<file path="src/hw/rtl/prst_pkg.sv">
// Types and constants of the retire stall accounting block
package prst_pkg;

	// RV32IM major opcodes
	localparam logic [6:0] OPC_JALR   = 7'h67;
	localparam logic [6:0] OPC_JAL    = 7'h6f;
	localparam logic [6:0] OPC_BRANCH = 7'h63;
	localparam logic [6:0] OPC_LOAD   = 7'h03;
	localparam logic [6:0] OPC_STORE  = 7'h23;
	localparam logic [6:0] OPC_OP_IMM = 7'h13;
	localparam logic [6:0] OPC_OP     = 7'h33;
	localparam logic [6:0] F7_MULDIV  = 7'h01;
	localparam logic [2:0] F3_DIV_MIN = 3'h4;

	// Configuration register file
	localparam int CFG_IDX_W = 3;
	localparam int PEN_W     = 8;
	localparam logic [CFG_IDX_W-1:0] CFG_LOAD_USE    = 3'd0;
	localparam logic [CFG_IDX_W-1:0] CFG_DIV_LATENCY = 3'd1;
	localparam logic [CFG_IDX_W-1:0] CFG_DIV_INTERVAL = 3'd2;
	localparam logic [CFG_IDX_W-1:0] CFG_BRANCH      = 3'd3;
	localparam logic [CFG_IDX_W-1:0] CFG_JUMP        = 3'd4;
	localparam logic [CFG_IDX_W-1:0] CFG_PIPE_DEPTH  = 3'd5;

	localparam logic [PEN_W-1:0] RST_LOAD_USE     = 8'd1;
	localparam logic [PEN_W-1:0] RST_DIV_LATENCY  = 8'd8;
	localparam logic [PEN_W-1:0] RST_DIV_INTERVAL = 8'd1;
	localparam logic [PEN_W-1:0] RST_BRANCH       = 8'd2;
	localparam logic [PEN_W-1:0] RST_JUMP         = 8'd2;
	localparam logic [PEN_W-1:0] RST_PIPE_DEPTH   = 8'd5;

	// Queue between front and back
	localparam int QUEUE_DEPTH = 4;
	localparam int QUEUE_PTR_W = $clog2(QUEUE_DEPTH);

	localparam int STALL_W = 32;
	localparam int PRE_W   = PEN_W + 1;
	localparam int DELTA_W = PEN_W + 2;

	typedef struct packed {
		logic [PEN_W-1:0] lu_penalty;
		logic [PEN_W-1:0] div_latency;
		logic [PEN_W-1:0] divider_interval;
		logic [PEN_W-1:0] branch_penalty;
		logic [PEN_W-1:0] jump_penalty;
		logic [PEN_W-1:0] pipe_depth;
	} cfg_t;

	typedef struct packed {
		logic load_use;
		logic div_start;
		logic branch;
		logic jump;
	} flags_t;

	// One classified request as it sits in the queue
	typedef struct packed {
		logic               is_stall;
		logic [PRE_W-1:0]   pre_pen;
		logic [STALL_W-1:0] delta;
		logic [PEN_W-1:0]   lu_pen;
		logic [PEN_W-1:0]   div_pen;
		logic [PEN_W-1:0]   br_pen;
		logic [PEN_W-1:0]   jmp_pen;
		flags_t             flags;
	} item_t;

	// Value minus one, floored at zero
	function automatic logic [PEN_W-1:0] dec_floor(input logic [PEN_W-1:0] v);
		return (v != '0) ? v - 1'b1 : '0;
	endfunction

endpackage

</file>
<file path="src/hw/rtl/prst_front.sv">
// Front end: decodes retired words, tracks hazards, classifies penalties
module prst_front (
	input  logic                              clk,
	input  logic                              arst_n,
	input  prst_pkg::cfg_t                    cfg,
	input  logic                              in_valid,
	output logic                              in_ready,
	input  logic                              op,
	input  logic [31:0]                       instruction,
	input  logic                              was_taken,
	input  logic [prst_pkg::STALL_W-1:0]      stall_cycles,
	output logic                              push_valid,
	input  logic                              push_ready,
	output prst_pkg::item_t                   push_item
);

	logic       last_load_q;
	logic [4:0] last_dest_q;
	logic       last_div_q;

	logic [6:0] opc;
	logic [4:0] rd;
	logic [2:0] f3;
	logic [4:0] rs1;
	logic [4:0] rs2;
	logic [6:0] f7;
	logic       use1;
	logic       use2;
	logic       is_load;
	logic       is_br;
	logic       is_jump;
	logic       is_div;
	logic       lu_hit;
	logic [prst_pkg::PEN_W-1:0]   lat_pen;
	logic [prst_pkg::PEN_W-1:0]   div_pen;
	logic [prst_pkg::PEN_W-1:0]   lu_pen;
	logic [prst_pkg::PEN_W-1:0]   br_pen;
	logic [prst_pkg::PEN_W-1:0]   jmp_pen;
	logic [prst_pkg::PRE_W-1:0]   pre_pen;
	logic [prst_pkg::DELTA_W-1:0] ret_delta;
	logic       accept;

	assign in_ready   = push_ready;
	assign push_valid = in_valid;
	assign accept     = in_valid & push_ready;

	// Instruction decode
	always_comb begin
		opc     = instruction[6:0];
		rd      = instruction[11:7];
		f3      = instruction[14:12];
		rs1     = instruction[19:15];
		rs2     = instruction[24:20];
		f7      = instruction[31:25];
		use1    = 1'b0;
		use2    = 1'b0;
		is_load = 1'b0;
		is_br   = 1'b0;
		is_jump = 1'b0;
		is_div  = 1'b0;
		unique case (opc)
			prst_pkg::OPC_JALR: begin
				use1    = 1'b1;
				is_jump = 1'b1;
			end
			prst_pkg::OPC_JAL: begin
				is_jump = 1'b1;
			end
			prst_pkg::OPC_BRANCH: begin
				use1  = 1'b1;
				use2  = 1'b1;
				is_br = 1'b1;
			end
			prst_pkg::OPC_LOAD: begin
				use1    = 1'b1;
				is_load = 1'b1;
			end
			prst_pkg::OPC_STORE: begin
				use1 = 1'b1;
			end
			prst_pkg::OPC_OP_IMM: begin
				use1 = 1'b1;
			end
			prst_pkg::OPC_OP: begin
				use1   = 1'b1;
				use2   = 1'b1;
				is_div = (f7 == prst_pkg::F7_MULDIV) && (f3 >= prst_pkg::F3_DIV_MIN);
			end
			default: begin
				use1 = 1'b0;
			end
		endcase
	end

	// Hazard detection and penalty selection
	always_comb begin
		lu_hit = last_load_q && (last_dest_q != 5'd0) &&
			((use1 && (rs1 == last_dest_q)) || (use2 && (rs2 == last_dest_q)));
		lu_pen  = lu_hit ? cfg.lu_penalty : '0;
		lat_pen = prst_pkg::dec_floor(cfg.div_latency);
		if (!is_div) begin
			div_pen = '0;
		end else if (last_div_q) begin
			div_pen = prst_pkg::dec_floor(cfg.divider_interval);
		end else begin
			div_pen = lat_pen;
		end
		br_pen    = (is_br && was_taken) ? cfg.branch_penalty : '0;
		jmp_pen   = is_jump ? cfg.jump_penalty : '0;
		pre_pen   = {1'b0, lu_pen} + {1'b0, div_pen};
		ret_delta = {1'b0, pre_pen} + {2'b00, br_pen} + {2'b00, jmp_pen};

		push_item.is_stall        = op;
		push_item.pre_pen         = pre_pen;
		push_item.delta           = op ? stall_cycles :
			{{(prst_pkg::STALL_W - prst_pkg::DELTA_W){1'b0}}, ret_delta};
		push_item.lu_pen          = lu_pen;
		push_item.div_pen         = div_pen;
		push_item.br_pen          = br_pen;
		push_item.jmp_pen         = jmp_pen;
		push_item.flags.load_use  = lu_hit;
		push_item.flags.div_start = is_div && !last_div_q && (lat_pen != '0);
		push_item.flags.branch    = is_br && was_taken;
		push_item.flags.jump      = is_jump;
	end

	// Previous-retire state; external stalls leave it alone
	always_ff @(posedge clk or negedge arst_n) begin
		if (!arst_n) begin
			last_load_q <= 1'b0;
			last_dest_q <= 5'd0;
			last_div_q  <= 1'b0;
		end else if (accept && !op) begin
			last_load_q <= is_load;
			last_dest_q <= is_load ? rd : 5'd0;
			last_div_q  <= is_div;
		end
	end

endmodule

</file>
<file path="src/hw/rtl/prst_queue.sv">
// Small request queue between the front and back ends
module prst_queue (
	input  logic            clk,
	input  logic            arst_n,
	input  logic            push_valid,
	output logic            push_ready,
	input  prst_pkg::item_t push_item,
	output logic            pop_valid,
	input  logic            pop_ready,
	output prst_pkg::item_t pop_item
);

	prst_pkg::item_t                  mem_q [prst_pkg::QUEUE_DEPTH];
	logic [prst_pkg::QUEUE_PTR_W-1:0] wr_ptr_q;
	logic [prst_pkg::QUEUE_PTR_W-1:0] rd_ptr_q;
	logic [prst_pkg::QUEUE_PTR_W:0]   count_q;
	logic                             push;
	logic                             pop;

	assign push_ready = (count_q != (prst_pkg::QUEUE_PTR_W + 1)'(prst_pkg::QUEUE_DEPTH));
	assign pop_valid  = (count_q != '0);
	assign push       = push_valid & push_ready;
	assign pop        = pop_valid & pop_ready;
	assign pop_item   = mem_q[rd_ptr_q];

	// Pointers and fill level
	always_ff @(posedge clk or negedge arst_n) begin
		if (!arst_n) begin
			wr_ptr_q <= '0;
			rd_ptr_q <= '0;
			count_q  <= '0;
		end else begin
			if (push) begin
				wr_ptr_q <= wr_ptr_q + 1'b1;
			end
			if (pop) begin
				rd_ptr_q <= rd_ptr_q + 1'b1;
			end
			if (push && !pop) begin
				count_q <= count_q + 1'b1;
			end else if (pop && !push) begin
				count_q <= count_q - 1'b1;
			end
		end
	end

	// Entry storage
	always_ff @(posedge clk) begin
		if (push) begin
			mem_q[wr_ptr_q] <= push_item;
		end
	end

endmodule

</file>
<file path="src/hw/rtl/prst_back.sv">
// Back end: saturating stall accumulators and result pipeline
module prst_back #(
	parameter int COUNT_WIDTH = 48
) (
	input  logic                        clk,
	input  logic                        arst_n,
	input  logic [prst_pkg::PEN_W-1:0]  pipe_depth,
	input  logic                        pop_valid,
	output logic                        pop_ready,
	input  prst_pkg::item_t             pop_item,
	output logic                        out_valid,
	input  logic                        out_ready,
	output logic [COUNT_WIDTH-1:0]      retire_stamp,
	output logic [COUNT_WIDTH-1:0]      cycles_so_far,
	output logic [COUNT_WIDTH-1:0]      retired_count,
	output prst_pkg::flags_t            flags,
	output logic [COUNT_WIDTH-1:0]      load_use_total,
	output logic [COUNT_WIDTH-1:0]      divider_total,
	output logic [COUNT_WIDTH-1:0]      branch_total,
	output logic [COUNT_WIDTH-1:0]      jump_total
);

	localparam int W = COUNT_WIDTH;

	function automatic logic [W-1:0] sat_add(input logic [W-1:0] a, input logic [W-1:0] b);
		logic [W:0] s;
		s = {1'b0, a} + {1'b0, b};
		return s[W] ? {W{1'b1}} : s[W-1:0];
	endfunction

	// Running counters
	logic [W-1:0] retire_q;
	logic [W-1:0] stall_q;
	logic [W-1:0] lu_q;
	logic [W-1:0] div_q;
	logic [W-1:0] br_q;
	logic [W-1:0] jmp_q;

	logic [W-1:0] retire_nx;
	logic [W-1:0] stall_mid_nx;
	logic [W-1:0] stall_nx;
	logic [W-1:0] lu_nx;
	logic [W-1:0] div_nx;
	logic [W-1:0] br_nx;
	logic [W-1:0] jmp_nx;

	logic adv;
	logic take;

	// Stage 1: counter snapshot
	logic             val_s1;
	logic [W-1:0]     retire_s1;
	logic [W-1:0]     stall_mid_s1;
	logic [W-1:0]     stall_s1;
	logic [W-1:0]     lu_s1;
	logic [W-1:0]     div_s1;
	logic [W-1:0]     br_s1;
	logic [W-1:0]     jmp_s1;
	prst_pkg::flags_t flags_s1;

	// Stage 2: retired count plus fill
	logic             val_s2;
	logic [W:0]       rf_s2;
	logic [W-1:0]     retire_s2;
	logic [W-1:0]     stall_mid_s2;
	logic [W-1:0]     stall_s2;
	logic [W-1:0]     lu_s2;
	logic [W-1:0]     div_s2;
	logic [W-1:0]     br_s2;
	logic [W-1:0]     jmp_s2;
	prst_pkg::flags_t flags_s2;

	// Stage 3: output register
	logic             val_s3;
	logic [W-1:0]     rcyc_s3;
	logic [W-1:0]     tcyc_s3;
	logic [W-1:0]     retire_s3;
	logic [W-1:0]     lu_s3;
	logic [W-1:0]     div_s3;
	logic [W-1:0]     br_s3;
	logic [W-1:0]     jmp_s3;
	prst_pkg::flags_t flags_s3;

	logic [prst_pkg::PEN_W-1:0] fill;
	logic [W+1:0] rcyc_sum;
	logic [W+1:0] tcyc_sum;

	// Whole pipe moves when the output register is free or being emptied
	assign adv       = !val_s3 || out_ready;
	assign pop_ready = adv;
	assign take      = pop_valid && adv;

	// Next counter values
	always_comb begin
		retire_nx    = sat_add(retire_q, W'(1));
		stall_mid_nx = sat_add(stall_q, W'(pop_item.pre_pen));
		stall_nx     = sat_add(stall_q, W'(pop_item.delta));
		lu_nx        = sat_add(lu_q, W'(pop_item.lu_pen));
		div_nx       = sat_add(div_q, W'(pop_item.div_pen));
		br_nx        = sat_add(br_q, W'(pop_item.br_pen));
		jmp_nx       = sat_add(jmp_q, W'(pop_item.jmp_pen));
	end

	always_ff @(posedge clk or negedge arst_n) begin
		if (!arst_n) begin
			retire_q <= '0;
			stall_q  <= '0;
			lu_q     <= '0;
			div_q    <= '0;
			br_q     <= '0;
			jmp_q    <= '0;
		end else if (take) begin
			stall_q <= stall_nx;
			if (!pop_item.is_stall) begin
				retire_q <= retire_nx;
				lu_q     <= lu_nx;
				div_q    <= div_nx;
				br_q     <= br_nx;
				jmp_q    <= jmp_nx;
			end
		end
	end

	// Stage valid bits
	always_ff @(posedge clk or negedge arst_n) begin
		if (!arst_n) begin
			val_s1 <= 1'b0;
			val_s2 <= 1'b0;
			val_s3 <= 1'b0;
		end else if (adv) begin
			val_s1 <= take && !pop_item.is_stall;
			val_s2 <= val_s1;
			val_s3 <= val_s2;
		end
	end

	// Final sums; stage 3 saturates them as it registers them
	always_comb begin
		fill     = prst_pkg::dec_floor(pipe_depth);
		rcyc_sum = {1'b0, rf_s2} + {2'b00, stall_mid_s2};
		tcyc_sum = {1'b0, rf_s2} + {2'b00, stall_s2};
	end

	// Stage payloads
	always_ff @(posedge clk) begin
		if (adv) begin
			retire_s1    <= retire_nx;
			stall_mid_s1 <= stall_mid_nx;
			stall_s1     <= stall_nx;
			lu_s1        <= lu_nx;
			div_s1       <= div_nx;
			br_s1        <= br_nx;
			jmp_s1       <= jmp_nx;
			flags_s1     <= pop_item.flags;

			rf_s2        <= {1'b0, retire_s1} + (W + 1)'(fill);
			retire_s2    <= retire_s1;
			stall_mid_s2 <= stall_mid_s1;
			stall_s2     <= stall_s1;
			lu_s2        <= lu_s1;
			div_s2       <= div_s1;
			br_s2        <= br_s1;
			jmp_s2       <= jmp_s1;
			flags_s2     <= flags_s1;

			rcyc_s3   <= (rcyc_sum[W+1:W] != 2'b00) ? {W{1'b1}} : rcyc_sum[W-1:0];
			tcyc_s3   <= (tcyc_sum[W+1:W] != 2'b00) ? {W{1'b1}} : tcyc_sum[W-1:0];
			retire_s3 <= retire_s2;
			lu_s3     <= lu_s2;
			div_s3    <= div_s2;
			br_s3     <= br_s2;
			jmp_s3    <= jmp_s2;
			flags_s3  <= flags_s2;
		end
	end

	assign out_valid      = val_s3;
	assign retire_stamp   = rcyc_s3;
	assign cycles_so_far  = tcyc_s3;
	assign retired_count  = retire_s3;
	assign flags          = flags_s3;
	assign load_use_total = lu_s3;
	assign divider_total  = div_s3;
	assign branch_total   = br_s3;
	assign jump_total     = jmp_s3;

endmodule

</file>
<file path="src/hw/rtl/pipeline_retire_stall_accounting_core.sv">
// An accepted retire request passes the queue and the back end's snapshot, fill
// and output stages before its result is valid. Throughput: one request per cycle
// while out_ready holds; a 4-entry queue decouples front and back. External stall
// requests give no result and cost one queue slot each. Reset clears the queue,
// pipeline, hazard state and counters and loads the configuration registers with
// their default values.
module pipeline_retire_stall_accounting_core #(
	parameter int COUNT_WIDTH = 48
) (
	input  logic                              clk,
	input  logic                              arst_n,
	input  logic                              cfg_write,
	input  logic [prst_pkg::CFG_IDX_W-1:0]    cfg_index,
	input  logic [prst_pkg::PEN_W-1:0]        cfg_data,
	input  logic                              in_valid,
	output logic                              in_ready,
	input  logic                              op,
	input  logic [31:0]                       instruction,
	input  logic                              was_taken,
	input  logic [prst_pkg::STALL_W-1:0]      stall_cycles,
	output logic                              out_valid,
	input  logic                              out_ready,
	output logic [COUNT_WIDTH-1:0]            retire_stamp,
	output logic [COUNT_WIDTH-1:0]            cycles_so_far,
	output logic [COUNT_WIDTH-1:0]            retired_count,
	output logic                              load_use_flag,
	output logic                              divider_start_flag,
	output logic                              branch_redirect_flag,
	output logic                              jump_redirect_flag,
	output logic [COUNT_WIDTH-1:0]            load_use_total,
	output logic [COUNT_WIDTH-1:0]            divider_total,
	output logic [COUNT_WIDTH-1:0]            branch_total,
	output logic [COUNT_WIDTH-1:0]            jump_total
);

	prst_pkg::cfg_t   cfg_q;
	prst_pkg::item_t  push_item;
	prst_pkg::item_t  pop_item;
	prst_pkg::flags_t flags;
	logic             push_valid;
	logic             push_ready;
	logic             pop_valid;
	logic             pop_ready;

	// Configuration registers; unknown indexes are dropped
	always_ff @(posedge clk or negedge arst_n) begin
		if (!arst_n) begin
			cfg_q.lu_penalty       <= prst_pkg::RST_LOAD_USE;
			cfg_q.div_latency      <= prst_pkg::RST_DIV_LATENCY;
			cfg_q.divider_interval <= prst_pkg::RST_DIV_INTERVAL;
			cfg_q.branch_penalty   <= prst_pkg::RST_BRANCH;
			cfg_q.jump_penalty     <= prst_pkg::RST_JUMP;
			cfg_q.pipe_depth       <= prst_pkg::RST_PIPE_DEPTH;
		end else if (cfg_write) begin
			unique case (cfg_index)
				prst_pkg::CFG_LOAD_USE:     cfg_q.lu_penalty       <= cfg_data;
				prst_pkg::CFG_DIV_LATENCY:  cfg_q.div_latency      <= cfg_data;
				prst_pkg::CFG_DIV_INTERVAL: cfg_q.divider_interval <= cfg_data;
				prst_pkg::CFG_BRANCH:       cfg_q.branch_penalty   <= cfg_data;
				prst_pkg::CFG_JUMP:         cfg_q.jump_penalty     <= cfg_data;
				prst_pkg::CFG_PIPE_DEPTH:   cfg_q.pipe_depth       <= cfg_data;
				default: begin
				end
			endcase
		end
	end

	prst_front u_front (
		.clk          (clk),
		.arst_n       (arst_n),
		.cfg          (cfg_q),
		.in_valid     (in_valid),
		.in_ready     (in_ready),
		.op           (op),
		.instruction  (instruction),
		.was_taken    (was_taken),
		.stall_cycles (stall_cycles),
		.push_valid   (push_valid),
		.push_ready   (push_ready),
		.push_item    (push_item)
	);

	prst_queue u_queue (
		.clk        (clk),
		.arst_n     (arst_n),
		.push_valid (push_valid),
		.push_ready (push_ready),
		.push_item  (push_item),
		.pop_valid  (pop_valid),
		.pop_ready  (pop_ready),
		.pop_item   (pop_item)
	);

	prst_back #(
		.COUNT_WIDTH (COUNT_WIDTH)
	) u_back (
		.clk            (clk),
		.arst_n         (arst_n),
		.pipe_depth     (cfg_q.pipe_depth),
		.pop_valid      (pop_valid),
		.pop_ready      (pop_ready),
		.pop_item       (pop_item),
		.out_valid      (out_valid),
		.out_ready      (out_ready),
		.retire_stamp   (retire_stamp),
		.cycles_so_far  (cycles_so_far),
		.retired_count  (retired_count),
		.flags          (flags),
		.load_use_total (load_use_total),
		.divider_total  (divider_total),
		.branch_total   (branch_total),
		.jump_total     (jump_total)
	);

	assign load_use_flag        = flags.load_use;
	assign divider_start_flag   = flags.div_start;
	assign branch_redirect_flag = flags.branch;
	assign jump_redirect_flag   = flags.jump;

endmodule

</file>
<file path="config.mk">
export PLATFORM = sky130hd
export DESIGN_NAME = pipeline_retire_stall_accounting_core
export DESIGN_NICKNAME = d
export VERILOG_FILES = /design/src/hw/rtl/prst_pkg.sv /design/src/hw/rtl/prst_front.sv /design/src/hw/rtl/prst_queue.sv /design/src/hw/rtl/prst_back.sv /design/src/hw/rtl/pipeline_retire_stall_accounting_core.sv
export SDC_FILE = /design/constraint.sdc
export NUM_CORES = 2
export LEC_CHECK = 0
export ABC_AREA = 1
export BUFFER_PORTS_ARGS = -buffer_cell sky130_fd_sc_hd__buf_2
export CORE_ASPECT_RATIO = 1.1
export CORE_UTILIZATION = 40
export DETAILED_ROUTE_END_ITERATION = 10
export GPL_TIMING_DRIVEN = 0
export HOLD_SLACK_MARGIN = 0.02
export PLACE_DENSITY = 0.6
export SYNTH_ARGS = -nofsm -noshare
export SYNTH_HDL_FRONTEND = slang
export SYNTH_HIERARCHICAL = 1
export SYNTH_SLANG_ARGS = --single-unit
</file>
<file path="constraint.sdc">
create_clock -name clk -period 29.4 [get_ports clk]
set_clock_uncertainty 0.05 [all_clocks]
set_input_delay 1.47 -clock clk [delete_from_list [all_inputs] [get_ports clk]]
set_output_delay 1.47 -clock clk [all_outputs]
set_load 0.05 [all_outputs]
</file>
==> impl_metrics.tcl <==
set metrics [dict create \
    synth_most_common_cell "nand2_1" \
    dr.pass1.iters 7 \
    final_design_area_no_fill_um2 99320 \
    rr_startpoint "cfg_q[24]" \
    dieArea_um2 218500 \
    hpwl_um 220500 \
    coreArea_um2 214500 \
    grt_usage 0.2533 \
    tns_ns 0 \
    power.leakage_nw 44.99 \
    whs_ns 0.3249 \
    hold_viol 0 \
    grt-ovfl-total 0 \
    cpMaxStageDelayCell "o21ai_0" \
    crit_path_start_kind "input pin" \
    rrSetupSlack_ns 23.43 \
    cts-htree-levels 4 \
    synth.area.top_cells "edfxtp_1 (48%), nand2_1 (12%), dfrtp_1 (10%)" \
    dp_cells 12598 \
    seq_area_frac_synth 0.5806 \
    async_flop_share 0.2036 \
    syn_nets 9581 \
    power_mw 13.30 \
    synthTopCellsByCount "nand2_1 (2875), edfxtp_1 (1381), inv_1 (1344)" \
    first_global_vias 63819 \
    grt_setup_unrepaired "false" \
    final_util 0.4631 \
    cap_violations 0 \
    initial_core_util 0.4040 \
    worstPathMaxFanout 6 \
    die_w_um 445.8 \
    clock_sink_count 1734 \
    synth_mux_area_frac 0.0001300 \
    rows 178 \
    holdCritPathClass "reg -> reg" \
    ys_ff_latch 1734 \
    place_ws_ns 22.45 \
    place_congestion 1.008 \
    synthCells 9274 \
    rr_endpoint "u_queue/mem_q[1][43]" \
    synth_top_cell_by_area "edfxtp_1" \
    die_h_um 490.2 \
    fmax_mhz 159.9 \
    ys_types 58 \
    hold_buffers 0 \
    finalSetupViolCount 0 \
    top_register "u_queue/mem_q" \
    cts_resized 0 \
    via_per_inst 5.091 \
    syn_area_um2 86650 \
    synth_compound_area_frac 0.05062 \
    worstHoldStart "u_back/stall_s1[29]" \
    maxSlewHeadroom 0.09297 \
    setup_slack_ns 23.14 \
    cp_num_buf_inv 4 \
    vias 65887 \
    cts_setup_buffers 0 \
    synthSimpleGateAreaFrac 0.2427 \
    tightest_slew_ns 1.361 \
    cpLargestDelayFamily "compound AO/OA/AOI/OAI gates" \
    io_buffers 420 \
    synthAdderAreaFrac 0.03422 \
    place_area_um2 93000 \
    yosys.area_share.xor_xnor 0.01971 \
    slowest_delay_ns 1.00 \
    power.density_nw_per_um2 133.9 \
    arrival_ns 6.77 \
    yosysTopAreaCellShare 0.4786 \
    path_common_cell "nand2_1" \
    fin_cells 12942 \
    wl_um 280800 \
    fin_crit_ns 6.255 \
    grt_pass1_wl_um 410200 \
    largest_reg_flops 312 \
    r2r_cells 18 \
    critPathKind "in -> reg" \
    syn_area_per_cell_um2 9.344 \
    cp-end-kind "register" \
    fill_cells 20465 \
    yosysWarnings 6 \
    hold_depth 0 \
    setup.worst_path.start "instruction[1]" \
    cts_root_buf "clkbuf_16" \
    cts.path.max_buffers 3 \
    nets 10208 \
    outcome "finished clean" \
    antenna_found_initial 25 \
    crit_cells 22 \
    maxSlewViolCount 0 \
    hold_path_end "u_back/stall_s2[29]" \
    synth_edf_count 1381 \
    top_regs "u_queue/mem_q (312), u_back/rf_s2 (49)" \
    drc 0 \
    clk_pin_slew_ns 0.06 \
    drive_gt1_frac 0.1193 \
    dominantRegCellSynth "edfxtp_1" \
    syn2layout_area_growth_pct 14.62 \
    irDropWorstVdd_mv 0.1144 \
    avgRoutedWirePerCell_um 21.69 \
    cts_made_buffers 181 \
    drt_iter0_drc 5183 \
    worstPathCellList "buf_2 -> nand2_1 -> inv_1 -> nand2_1 -> nor2_2 -> nand2_2 -> inv_2 -> nand2_2 -> o21ai_0 -> ha_1 -> inv_1 -> fa_1 -> o21ai_0 -> a21oi_1 -> xor2_1 -> fa_1 -> ha_1 -> a21oi_1 -> nand2_1 -> or2_2 -> nand3_1 -> nand2_1" \
    synth_top_family_by_area "simple AND/OR/NAND/NOR gates" \
    cts_tree "yes" \
    detail-route-antenna-nets 0 \
    finalCritPeriodShare 0.2128 \
    clk-insertion-delay-late_ns 0.85 \
    crit_required_ns 29.92 \
    grt_max_degree 143 \
    io_pins 424 \
]
cells by family (layout without fill, tap and decap cells):
kind of cell / Yosys count / count (layout)
AO/OA/AOI/OAI: 763 / 763
buffers and inverters: 1549 / 2331
adder cells (fa/ha/maj): 225 / 225
flip-flops: 1734 / 1734
multiplexers: 1 / 1
AND/OR/NAND/NOR: 4807 / 4807
XOR/XNOR: 195 / 195
other: 0 / 6
area by class of cell:
cell class / instances / area [µm²] / share of cell area
repair buffers: 444 / 2705 / 0.02724
diodes: 6 / 15.01 / 0.0001512
well taps: 2880 / 3603 / 0.03628
clock inverters: 99 / 1394 / 0.01403
multi-input cells: 5991 / 30130 / 0.3034
flip-flops and latches: 1734 / 50310 / 0.5066
clock buffers: 239 / 4908 / 0.04942
inverters: 1381 / 5199 / 0.05235
plain buffers: 168 / 1046 / 0.01053
per-layer routing:
metal,track usage,share of wire,up-vias
li1,-,-,31839
met1,0.3180,0.41,31566
met4,0.1147,0.049,4
met2,0.4315,0.49,1993
met5,0,0.000075,-
met3,0.03531,0.050,485
cell usage in the layout, fill, tap and decap left out, drive strengths merged, types with 7 or more instances in the layout:
master / count
o21bai: 20
xnor2: 57
fa: 20
nand3: 722
nor3: 163
clkinv: 59
bufinv: 22
a21oi: 199
nor3b: 7
nand4: 163
o21ai: 350
inv: 1392
nor2: 685
and3: 7
dfstp: 7
edfxtp: 1381
ha: 205
xor2: 138
o211ai: 162
or2: 51
dfrtp: 346
nor4: 14
nand2: 2961
clkinvlp: 7
nand3b: 27
clkbuf: 295
a31oi: 10
buf: 556
worst max path at each step:
stage                                 endpoint  slack, ns
after floorplan                u_back/lu_q[18]       3.99
after global placement      u_back/retire_q[1]     -11.42
after detailed placement  u_queue/mem_q[2][43]      22.45
after CTS                 u_queue/mem_q[1][43]      23.34
after global routing      u_queue/mem_q[1][43]      22.94
final                     u_queue/mem_q[1][43]      23.14
power by group:
part	internal [mW]	total [mW]	switching (mW)	leakage (nW)
registers	4.01	4.65	0.635	18.9
logic	1.63	6.25	4.62	23.1
clock network	1.39	2.40	1.01	3.03
total	7.03	13.3	6.27	45.0
(Power assumes the default switching activity.)
